[src/atsf_pkg.sv]
package atsf_pkg;

    // Number of filter keys the block compares; only the first four registers exist
    localparam int MAX_FILTER_KEYS = 4;
    localparam int NUM_KEY_REGS    = 4;
    localparam int MAX_RESULTS     = 3;

    localparam int KEY_W   = 16;
    localparam int CNT_W   = 16;
    localparam int CFG_IDX_W  = 3;
    localparam int CFG_DATA_W = 16;
    localparam int OUT_TDATA_W = 32;

    // Register indexes on the configuration port
    localparam logic [CFG_IDX_W-1:0] CFG_KEY_COUNT = 3'd0;
    localparam logic [CFG_IDX_W-1:0] CFG_KEY_A     = 3'd1;
    localparam logic [CFG_IDX_W-1:0] CFG_KEY_B     = 3'd2;
    localparam logic [CFG_IDX_W-1:0] CFG_KEY_C     = 3'd3;
    localparam logic [CFG_IDX_W-1:0] CFG_KEY_D     = 3'd4;

    // Register reset values
    localparam logic [2:0]       KEY_COUNT_RST = 3'd1;
    localparam logic [KEY_W-1:0] KEY_A_RST     = 16'd21063;

    // Summary status codes
    localparam logic [1:0] ST_OK      = 2'd0;
    localparam logic [1:0] ST_UNKNOWN = 2'd1;
    localparam logic [1:0] ST_TRUNC   = 2'd2;

    // Result kinds
    localparam logic KIND_DATA    = 1'b0;
    localparam logic KIND_SUMMARY = 1'b1;

    // Type characters
    localparam logic [7:0] CH_UA = 8'h41; // 'A'
    localparam logic [7:0] CH_UC = 8'h43; // 'C'
    localparam logic [7:0] CH_LC = 8'h63; // 'c'
    localparam logic [7:0] CH_US = 8'h53; // 'S'
    localparam logic [7:0] CH_LS = 8'h73; // 's'
    localparam logic [7:0] CH_UI = 8'h49; // 'I'
    localparam logic [7:0] CH_LI = 8'h69; // 'i'
    localparam logic [7:0] CH_LF = 8'h66; // 'f'
    localparam logic [7:0] CH_LD = 8'h64; // 'd'
    localparam logic [7:0] CH_UZ = 8'h5A; // 'Z'
    localparam logic [7:0] CH_UH = 8'h48; // 'H'

    // Payload size codes
    localparam logic [3:0] SIZE_UNKNOWN = 4'd0;
    localparam logic [3:0] SIZE_STRING  = 4'd15;

    typedef enum logic [5:0] {
        PH_KEY1    = 6'b000001,
        PH_KEY2    = 6'b000010,
        PH_TYPE    = 6'b000100,
        PH_FIXED   = 6'b001000,
        PH_STRING  = 6'b010000,
        PH_STOPPED = 6'b100000
    } t_phase;

    typedef struct packed {
        logic             kind;
        logic [7:0]       data;
        logic [CNT_W-1:0] len;
        logic [1:0]       status;
        logic             last;
    } t_result;

    // Results caused by one input beat, lowest entry first
    typedef struct packed {
        logic [1:0]                count;
        t_result [MAX_RESULTS-1:0] res;
    } t_step;

    // Payload size for a type byte: string and unknown get their own codes
    function automatic logic [3:0] type_size(input logic [7:0] t);
        logic [3:0] sz;
        sz = SIZE_UNKNOWN;
        case (t) inside
            CH_UA, CH_UC, CH_LC: sz = 4'd1;
            CH_US, CH_LS:        sz = 4'd2;
            CH_UI, CH_LI, CH_LF: sz = 4'd4;
            CH_LD:               sz = 4'd8;
            CH_UZ, CH_UH:        sz = SIZE_STRING;
            default:             sz = SIZE_UNKNOWN;
        endcase
        return sz;
    endfunction

endpackage

[src/atsf_parser.sv]
module atsf_parser (
    input  logic                               i_clk,
    input  logic                               i_rst_n,
    input  logic                               i_cfg_we,
    input  logic [atsf_pkg::CFG_IDX_W-1:0]     i_cfg_index,
    input  logic [atsf_pkg::CFG_DATA_W-1:0]    i_cfg_data,
    input  logic                               i_accept,
    input  logic [7:0]                         i_byte,
    input  logic                               i_end,
    output atsf_pkg::t_step                    o_step
);

    logic [2:0]                                         r_key_count;
    logic [atsf_pkg::NUM_KEY_REGS-1:0][atsf_pkg::KEY_W-1:0] r_keys;

    atsf_pkg::t_phase           r_phase, n_phase;
    logic [7:0]                 r_held, n_held;
    logic                       r_keep, n_keep;
    logic [3:0]                 r_left, n_left;
    logic                       r_err, n_err;
    logic [atsf_pkg::CNT_W-1:0] r_kept, n_kept;

    logic                       match;
    logic [3:0]                 sz;
    logic [3:0]                 left_dec;
    logic [1:0]                 nd;
    logic [7:0]                 d0, d1;
    logic [atsf_pkg::CNT_W:0]   kept_sum;
    logic [atsf_pkg::CNT_W-1:0] kept_after;
    logic [1:0]                 sum_status;
    atsf_pkg::t_result          summary;

    // Compare the key against the active filter keys
    always_comb begin
        match = 1'b0;
        for (int i = 0; i < atsf_pkg::NUM_KEY_REGS; i++) begin
            if ((3'(i) < r_key_count) && (i < atsf_pkg::MAX_FILTER_KEYS) &&
                (r_keys[i] == {r_held, i_byte})) begin
                match = 1'b1;
            end
        end
    end

    assign sz       = atsf_pkg::type_size(i_byte);
    assign left_dec = r_left - 4'd1;

    // Advance the parse for one byte
    always_comb begin
        n_phase = r_phase;
        n_held  = r_held;
        n_keep  = r_keep;
        n_left  = r_left;
        n_err   = r_err;
        nd      = 2'd0;
        d0      = i_byte;
        d1      = i_byte;
        unique case (r_phase)
            atsf_pkg::PH_KEY1: begin
                n_held  = i_byte;
                n_phase = atsf_pkg::PH_KEY2;
            end
            atsf_pkg::PH_KEY2: begin
                n_keep  = !match;
                n_phase = atsf_pkg::PH_TYPE;
                if (!match) begin
                    nd = 2'd2;
                    d0 = r_held;
                end
            end
            atsf_pkg::PH_TYPE: begin
                if (sz == atsf_pkg::SIZE_UNKNOWN) begin
                    n_err   = 1'b1;
                    n_phase = atsf_pkg::PH_STOPPED;
                end else begin
                    if (r_keep) nd = 2'd1;
                    if (sz == atsf_pkg::SIZE_STRING) begin
                        n_left  = 4'd0;
                        n_phase = atsf_pkg::PH_STRING;
                    end else begin
                        n_left  = sz;
                        n_phase = atsf_pkg::PH_FIXED;
                    end
                end
            end
            atsf_pkg::PH_FIXED: begin
                if (r_keep) nd = 2'd1;
                n_left = left_dec;
                if (left_dec == 4'd0) n_phase = atsf_pkg::PH_KEY1;
            end
            atsf_pkg::PH_STRING: begin
                if (r_keep) nd = 2'd1;
                if (i_byte == 8'd0) n_phase = atsf_pkg::PH_KEY1;
            end
            atsf_pkg::PH_STOPPED: begin
            end
            default: begin
            end
        endcase

        // Saturating kept count after this beat's bytes
        kept_sum   = {1'b0, r_kept} + (atsf_pkg::CNT_W+1)'(nd);
        kept_after = kept_sum[atsf_pkg::CNT_W] ? '1 : kept_sum[atsf_pkg::CNT_W-1:0];
        n_kept     = kept_after;

        if (n_err)                              sum_status = atsf_pkg::ST_UNKNOWN;
        else if (n_phase != atsf_pkg::PH_KEY1)  sum_status = atsf_pkg::ST_TRUNC;
        else                                    sum_status = atsf_pkg::ST_OK;

        // Return all parse state to reset at block end
        if (i_end) begin
            n_phase = atsf_pkg::PH_KEY1;
            n_held  = 8'd0;
            n_keep  = 1'b1;
            n_left  = 4'd0;
            n_err   = 1'b0;
            n_kept  = '0;
        end
    end

    // Build the result list: data bytes first, summary after
    always_comb begin
        summary        = '0;
        summary.kind   = atsf_pkg::KIND_SUMMARY;
        summary.len    = kept_after;
        summary.status = sum_status;

        o_step.count = nd + {1'b0, i_end};
        for (int j = 0; j < atsf_pkg::MAX_RESULTS; j++) begin
            o_step.res[j] = summary;
            if (2'(j) < nd) begin
                o_step.res[j]      = '0;
                o_step.res[j].kind = atsf_pkg::KIND_DATA;
                o_step.res[j].data = (j == 0) ? d0 : d1;
            end
            o_step.res[j].last = (2'(j + 1) == o_step.count);
        end
    end

    // Configuration registers
    always_ff @(posedge i_clk) begin
        if (!i_rst_n) begin
            r_key_count <= atsf_pkg::KEY_COUNT_RST;
            r_keys[0]   <= atsf_pkg::KEY_A_RST;
            r_keys[1]   <= '0;
            r_keys[2]   <= '0;
            r_keys[3]   <= '0;
        end else if (i_cfg_we) begin
            unique case (i_cfg_index)
                atsf_pkg::CFG_KEY_COUNT: r_key_count <= i_cfg_data[2:0];
                atsf_pkg::CFG_KEY_A:     r_keys[0]   <= i_cfg_data;
                atsf_pkg::CFG_KEY_B:     r_keys[1]   <= i_cfg_data;
                atsf_pkg::CFG_KEY_C:     r_keys[2]   <= i_cfg_data;
                atsf_pkg::CFG_KEY_D:     r_keys[3]   <= i_cfg_data;
                default: begin
                end
            endcase
        end
    end

    // Parse state
    always_ff @(posedge i_clk) begin
        if (!i_rst_n) begin
            r_phase <= atsf_pkg::PH_KEY1;
            r_held  <= 8'd0;
            r_keep  <= 1'b1;
            r_left  <= 4'd0;
            r_err   <= 1'b0;
            r_kept  <= '0;
        end else if (i_accept) begin
            r_phase <= n_phase;
            r_held  <= n_held;
            r_keep  <= n_keep;
            r_left  <= n_left;
            r_err   <= n_err;
            r_kept  <= n_kept;
        end
    end

endmodule

[src/aux_tag_stream_filter.sv]
// Channel   | Dir | Contents
// s_axis    | in  | tdata[7:0] aux_byte; tlast block_end
// m_axis    | out | tdata[7:0] out_byte, [23:8] kept_length, [25:24] status; tuser item_kind;
//           |     | tlast last_result
// i_cfg     | in  | write enable, index 0 key_count, 1..4 filter_key_a..d
//
// One byte is parsed in the cycle it is taken; its results (up to three) go to a
// three-entry result buffer that drains one beat per cycle while m_axis is ready.
// A new byte is taken whenever the buffer is empty or its final beat leaves in the
// same cycle, so a byte with several results holds off the next byte until they drain.
// Reset is synchronous, active low; it restores the registers and the parse state.
// A stall on m_axis holds the buffer and, while any beat waits, s_axis.
module aux_tag_stream_filter (
    input  logic                                 i_clk,
    input  logic                                 i_rst_n,
    input  logic                                 i_cfg_we,
    input  logic [atsf_pkg::CFG_IDX_W-1:0]       i_cfg_index,
    input  logic [atsf_pkg::CFG_DATA_W-1:0]      i_cfg_data,
    input  logic                                 s_axis_tvalid,
    output logic                                 s_axis_tready,
    input  logic [7:0]                           s_axis_tdata,  // [7:0] aux_byte
    input  logic                                 s_axis_tlast,
    output logic                                 m_axis_tvalid,
    input  logic                                 m_axis_tready,
    // [7:0] out_byte, [23:8] kept_length, [25:24] status, [31:26] zero
    output logic [atsf_pkg::OUT_TDATA_W-1:0]     m_axis_tdata,
    output logic                                 m_axis_tuser,  // [0] item_kind
    output logic                                 m_axis_tlast
);

    atsf_pkg::t_step                            step;
    atsf_pkg::t_result [atsf_pkg::MAX_RESULTS-1:0] r_buf;
    logic [1:0]                                 r_pend;
    logic                                       s_hs, m_hs;

    assign s_hs = s_axis_tvalid && s_axis_tready;
    assign m_hs = m_axis_tvalid && m_axis_tready;

    atsf_parser u_parser (
        .i_clk       (i_clk),
        .i_rst_n     (i_rst_n),
        .i_cfg_we    (i_cfg_we),
        .i_cfg_index (i_cfg_index),
        .i_cfg_data  (i_cfg_data),
        .i_accept    (s_hs),
        .i_byte      (s_axis_tdata),
        .i_end       (s_axis_tlast),
        .o_step      (step)
    );

    // Take a byte when the buffer is empty or its final beat is leaving
    assign s_axis_tready = (r_pend == 2'd0) || ((r_pend == 2'd1) && m_axis_tready);

    // Count pending beats
    always_ff @(posedge i_clk) begin
        if (!i_rst_n) begin
            r_pend <= 2'd0;
        end else if (s_hs) begin
            r_pend <= step.count;
        end else if (m_hs) begin
            r_pend <= r_pend - 2'd1;
        end
    end

    // Load a new result list or shift out the sent beat
    always_ff @(posedge i_clk) begin
        if (s_hs) begin
            r_buf <= step.res;
        end else if (m_hs) begin
            r_buf[0] <= r_buf[1];
            r_buf[1] <= r_buf[2];
        end
    end

    assign m_axis_tvalid = (r_pend != 2'd0);
    assign m_axis_tdata  = {6'd0, r_buf[0].status, r_buf[0].len, r_buf[0].data};
    assign m_axis_tuser  = r_buf[0].kind;
    assign m_axis_tlast  = r_buf[0].last;

    // No byte is taken while two or more beats still wait
    a_no_take_busy: assert property (@(posedge i_clk) disable iff (!i_rst_n)
        (r_pend >= 2'd2) |-> !s_axis_tready)
        else $error("byte taken while result buffer busy");

    // Sending the final pending beat with no new byte empties the buffer
    a_drain: assert property (@(posedge i_clk) disable iff (!i_rst_n)
        (m_hs && (r_pend == 2'd1) && !s_hs) |=> (r_pend == 2'd0))
        else $error("result buffer did not drain");

    // A summary beat always closes the results of its byte
    a_summary_last: assert property (@(posedge i_clk) disable iff (!i_rst_n)
        (m_axis_tvalid && (m_axis_tuser == atsf_pkg::KIND_SUMMARY)) |-> m_axis_tlast)
        else $error("summary beat without tlast");

    // The last pending beat carries tlast
    a_last_at_end: assert property (@(posedge i_clk) disable iff (!i_rst_n)
        (r_pend == 2'd1) |-> m_axis_tlast)
        else $error("final beat of a byte lacks tlast");

endmodule

[config.mk]
export PLATFORM = sky130hd
export DESIGN_NAME = aux_tag_stream_filter
export DESIGN_NICKNAME = d
export VERILOG_FILES = /design/src/atsf_pkg.sv /design/src/atsf_parser.sv /design/src/aux_tag_stream_filter.sv
export SDC_FILE = /design/constraint.sdc
export NUM_CORES = 1
export LEC_CHECK = 0
export ABC_AREA = 1
export CORE_MARGIN = 1
export CORE_UTILIZATION = 35
export DETAILED_ROUTE_END_ITERATION = 8
export DONT_BUFFER_PORTS = 1
export GPL_TIMING_DRIVEN = 0
export MAX_ROUTING_LAYER = met4
export SLEW_MARGIN = 20
export SYNTH_ARGS = -nofsm -noshare
export SYNTH_HDL_FRONTEND = slang
export SYNTH_SLANG_ARGS = --single-unit
[constraint.sdc]
create_clock -name i_clk -period 3.74 [get_ports i_clk]
set_clock_uncertainty 0.2 [all_clocks]
set_input_delay 0.187 -clock i_clk [delete_from_list [all_inputs] [get_ports i_clk]]
set_output_delay 0.187 -clock i_clk [all_outputs]
set_load 0.01 [all_outputs]
==> impl_table.tex <==
\begin{tabular}{lr}
\hline
Metric & Value \\
\hline
\multicolumn{2}{l}{\textbf{Critical path}} \\
Critical path class & register to register \\
CP top delay family & simple AND/OR/NAND/NOR gates \\
Sequence of cells on the critical path & nor2\_1 > nand4\_1 > nand2\_1 > inv\_1 > nand2\_1 > nand2\_2 > inv\_4 > buf\_12 > ha\_2 > fa\_1 > nand2\_1 > inv\_1 > nand2\_1 > nor2\_1 > inv\_2 > nor2\_4 > nand4\_1 > or2\_2 > nand3\_2 > nand2\_4 > o21ai\_2 \\
Library cell contributing the largest single delay on the critical path & sky130\_fd\_sc\_hd\_\_dfxtp\_1 \\
Data arrival time of the critical path & 3.53 ns \\
Max FO, Critical Path & 11 \\
CP required & roughly 3.8 ns \\
Element type at the critical path start & register \\
Delay contributed by the slowest stage of the critical path & around 0.35 ns \\
Type of destination of the critical path & register \\
Critical path buffer and inverter count & 5 \\
Most common cell type on the critical path & sky130\_fd\_sc\_hd\_\_nand2\_1 \\
\multicolumn{2}{l}{\textbf{Routing}} \\
Final ANT Viol Nets & 0 \\
First-pass detailed-route iteration total & 7 \\
Avg Vias per Cell & about 4.8 \\
Total via count in the routed design & just under 8000 \\
Iteration-0 DRC count of the detailed router & approximately 680 \\
Wire per inst & approximately 15 µm \\
Final wirelength & 24.12 mm \\
Final routed DRC violation total & 7 \\
\multicolumn{2}{l}{\textbf{Synthesis}} \\
Fraction of synthesized cell area taken by the top area cell type & 0.2669 \\
Flops \& latches, synth & 189 \\
Leading cell types by total area after synthesis & sky130\_fd\_sc\_hd\_\_edfxtp\_1 (27\%), sky130\_fd\_sc\_hd\_\_dfxtp\_1 (22\%), sky130\_fd\_sc\_hd\_\_nand2\_1 (13\%), sky130\_fd\_sc\_hd\_\_nor2\_1 (5.2\%), sky130\_fd\_sc\_hd\_\_o21ai\_0 (5.0\%) \\
Avg Cell Area, Syn & between 7 and 8 µm² \\
Most common flop cell mapped by yosys & sky130\_fd\_sc\_hd\_\_dfxtp\_1 \\
Count of flip-flops with a built-in enable after synthesis & 84 \\
Number of distinct library cell variants in the gate-level netlist after synthesis & between 40 and 50 \\
Number of instances in the synthesized netlist & $\sim$1200 \\
Yosys warning total & 0 \\
Cell taking the most area after synthesis & sky130\_fd\_sc\_hd\_\_edfxtp\_1 \\
Sequential element share of the synthesized area & 0.4893 \\
Async set or reset register ratio after synthesis & 0 \\
Post-Syn Area & roughly 0.0095 mm² \\
\multicolumn{2}{l}{\textbf{Clock network}} \\
Num CTS Buffers & 17 \\
Buffer type at the clock tree root & sky130\_fd\_sc\_hd\_\_clkbuf\_16 \\
Clock latency on the worst-skew pair & approximately 0.44 ns \\
Maximum clock insertion buffer count & 2 \\
Max H-tree Level & 4 \\
TritonCTS clock tree & built \\
Number of clock sinks & $\sim$190 \\
Register clock-pin slew on the reported worst setup and hold paths & about 0.080 ns \\
\multicolumn{2}{l}{\textbf{Place}} \\
Final HPWL DP & 17.14 mm \\
Last weighted congestion value of the routability-driven placer & 0.8715 \\
Port-buffer cells & 0 \\
Total placed instance area & about 0.01 mm² \\
Pre-CTS worst setup slack & -0.08220 ns \\
\multicolumn{2}{l}{\textbf{STA}} \\
Setup repair after global routing missed its margin & no \\
Final slew viol count & 0 \\
Hold violation count in the final report & 0 \\
Worst slew pin tran & between 0.7 and 0.8 ns \\
Final worst hold slack & between 0.02 and 0.03 ns \\
Peak clock frequency supported by timing & 291.4 MHz \\
Share of the cycle needed by the critical path after routing & 0.9176 \\
Final worst-path setup slack & around 0.31 ns \\
Finish-stage setup viols & 0 \\
Max-slew headroom & 0.4828 \\
Setup TNS & 0 ns \\
Crit path time final & roughly 3.4 ns \\
\multicolumn{2}{l}{\textbf{Flow run}} \\
Maximum capacitance violations & 0 \\
\multicolumn{2}{l}{\textbf{Die}} \\
Initial cell density of the core & 0.3596 \\
Core Box Area & between 0.02 and 0.03 mm² \\
Die Ht & 166.3 µm \\
\# IOs & 69 \\
Width of the chip & 166.3 µm \\
Die Area & between 0.02 and 0.03 mm² \\
Site Rows & just under 60 \\
\multicolumn{2}{l}{\textbf{Pwr}} \\
Leakage power of the design & 4.600 nW \\
P per Cell Area & 571.2 mW/mm² \\
Switching part of the total power & 0.3289 \\
Net switching power & around 2 mW \\
Design internal power & between 4 and 5 mW \\
Power share of the sequential group & 0.462 \\
Logic pwr share & 0.246 \\
Clk network pwr share & 0.292 \\
Worst IR Drop VDD & 0.0002634 V \\
\multicolumn{2}{l}{\textbf{Finish}} \\
Fraction of final layout cells sized beyond drive strength 1 & 0.1086 \\
Leading cell types in the layout, fill and taps excluded & sky130\_fd\_sc\_hd\_\_nand2\_1 (336), sky130\_fd\_sc\_hd\_\_nor2\_1 (127), sky130\_fd\_sc\_hd\_\_dfxtp\_1 (103) \\
Most common library cell in the layout ignoring fill and taps & sky130\_fd\_sc\_hd\_\_nand2\_1 \\
Area of all placed cells without fillers & 0.01097 mm² \\
Synth-to-layout area growth & 16.05\% \\
Number of nets in the layout & between 1000 and 1500 \\
\multicolumn{2}{l}{\textbf{Global route}} \\
Wire length of the first global-routing pass & between 30 and 40 mm \\
Vias in the first global route & 7268 \\
Antenna violations before repair & 1 \\
Largest net degree at the start of global routing & 61 \\
Grt ovf & 0 \\
Total routing resource utilization after global routing & 0.1847 \\
\multicolumn{2}{l}{\textbf{Outcome}} \\
Violated checks & DRC \\
Result of the run & complete, but fails checks \\
\multicolumn{2}{l}{\textbf{Min path}} \\
Class of the tightest hold or removal check & input port to register \\
\hline
\end{tabular}
[power by group through the flow]
stage               sequential (mW)  combinational, mW  clock (mW)
floorplan                      2.92               1.15           0
global placement               2.95               1.44           0
detailed placement             2.95               1.50           0
CTS                            2.90               1.55        1.86
global route                   2.94               1.71        1.94
finish                         2.90               1.54        1.83
[state kept, by name, indices dropped and copies added, names as in the netlist]
register,count
u_parser.r_kept,16
m_axis_tuser,1
u_parser.r_held,8
u_parser.r_keep,1
u_parser.r_phase,6
m_axis_tlast,1
r_pend,2
u_parser.r_left,4
u_parser.r_keys,64
r_buf,56
m_axis_tdata,26
u_parser.r_key_count,3
u_parser.r_err,1
[kinds of logic (layout without fill, tap and decap cells)]
logic type	count (synthesis)	after routing	synth area share
flip-flops	189	189	0.4893
AND/OR/NAND/NOR	567	567	0.2542
AO/OA/AOI/OAI	202	202	0.1137
buffers and inverters	190	262	0.09625
adder cells (fa/ha/maj)	8	8	0.01139
XOR/XNOR	37	37	0.03429
other	2	16	0.0007947
[cells in the mapped netlist, drive strengths merged, types with 18 or more instances]
cell and count:
a21oi 77, inv 108, buf 46, nor2 133, clkbuf 35, edfxtp 84, nand2 353, xnor2 19
nand3 44, nand4 18, dfxtp 105, o21ai 114, xor2 18
[final timing paths]
kind	start	to	slack, ns	cells past startpoint
worst max-delay path	u_parser.r_phase[3]	m_axis_tdata[22]	0.31	21
worst min-delay path	s_axis_tdata[3]	m_axis_tdata[3]	0.03	4
worst max register to register	u_parser.r_phase[3]	m_axis_tdata[22]	0.31	21
worst min register to register	u_parser.r_keys[42]	u_parser.r_keys[42]	0.26	2
[per-layer routing]
| layer | GRT usage | up-vias | part of all wire |
|---|---|---|---|
| met1 | 0.2569 | 3594 | 0.49 |
| met4 | 0.04509 | 0 | 0.011 |
| met3 | 0.02765 | 21 | 0.057 |
| met2 | 0.2814 | 215 | 0.44 |
| li1 | - | 3969 | - |
| met5 | - | - | 0 |
[through the flow]
step,std cells,power (mW),utilization
global placement,1543,4.400,0.3774
CTS,1611,6.312,0.4145
detailed placement,1544,4.449,0.3788
global route,1616,6.600,0.4173
floorplan,1208,4.070,-
finish,1616,6.265,0.4173
[worst register-to-register path: cells and delay by family, from the launching register on]
kind,cells,cell delay [ns]
AND/OR/NAND/NOR,13,1.67
adder cells (fa/ha/maj),2,0.41
flip-flops,1,0.35
AO/OA/AOI/OAI,1,0.12
buffers and inverters,5,0.52
[cell type report]
cell class	instances	area, µm²
Sequential cell	189	4627
Antenna cell	1	2.502
Clock buffer	17	425.4
Fill cell	2671	15310
Inverter	109	419.2
Clock inverter	15	162.7
Multi-Input combinational cell	829	4003
Tap cell	335	419.2
Timing Repair Buffer	40	407.9
Buffer	81	500.5
[timing repair]
| action | 4_1_cts | 5_1_grt |
|---|---|---|
| setup endpoints to repair | 0 | 59 |
| resized for setup | 0 | 13 |
| hold buffers | 35 | 0 |
| buffers inserted | 0 | 4 |
| hold endpoints to repair | 83 | 0 |
(Power assumes the default switching activity.)
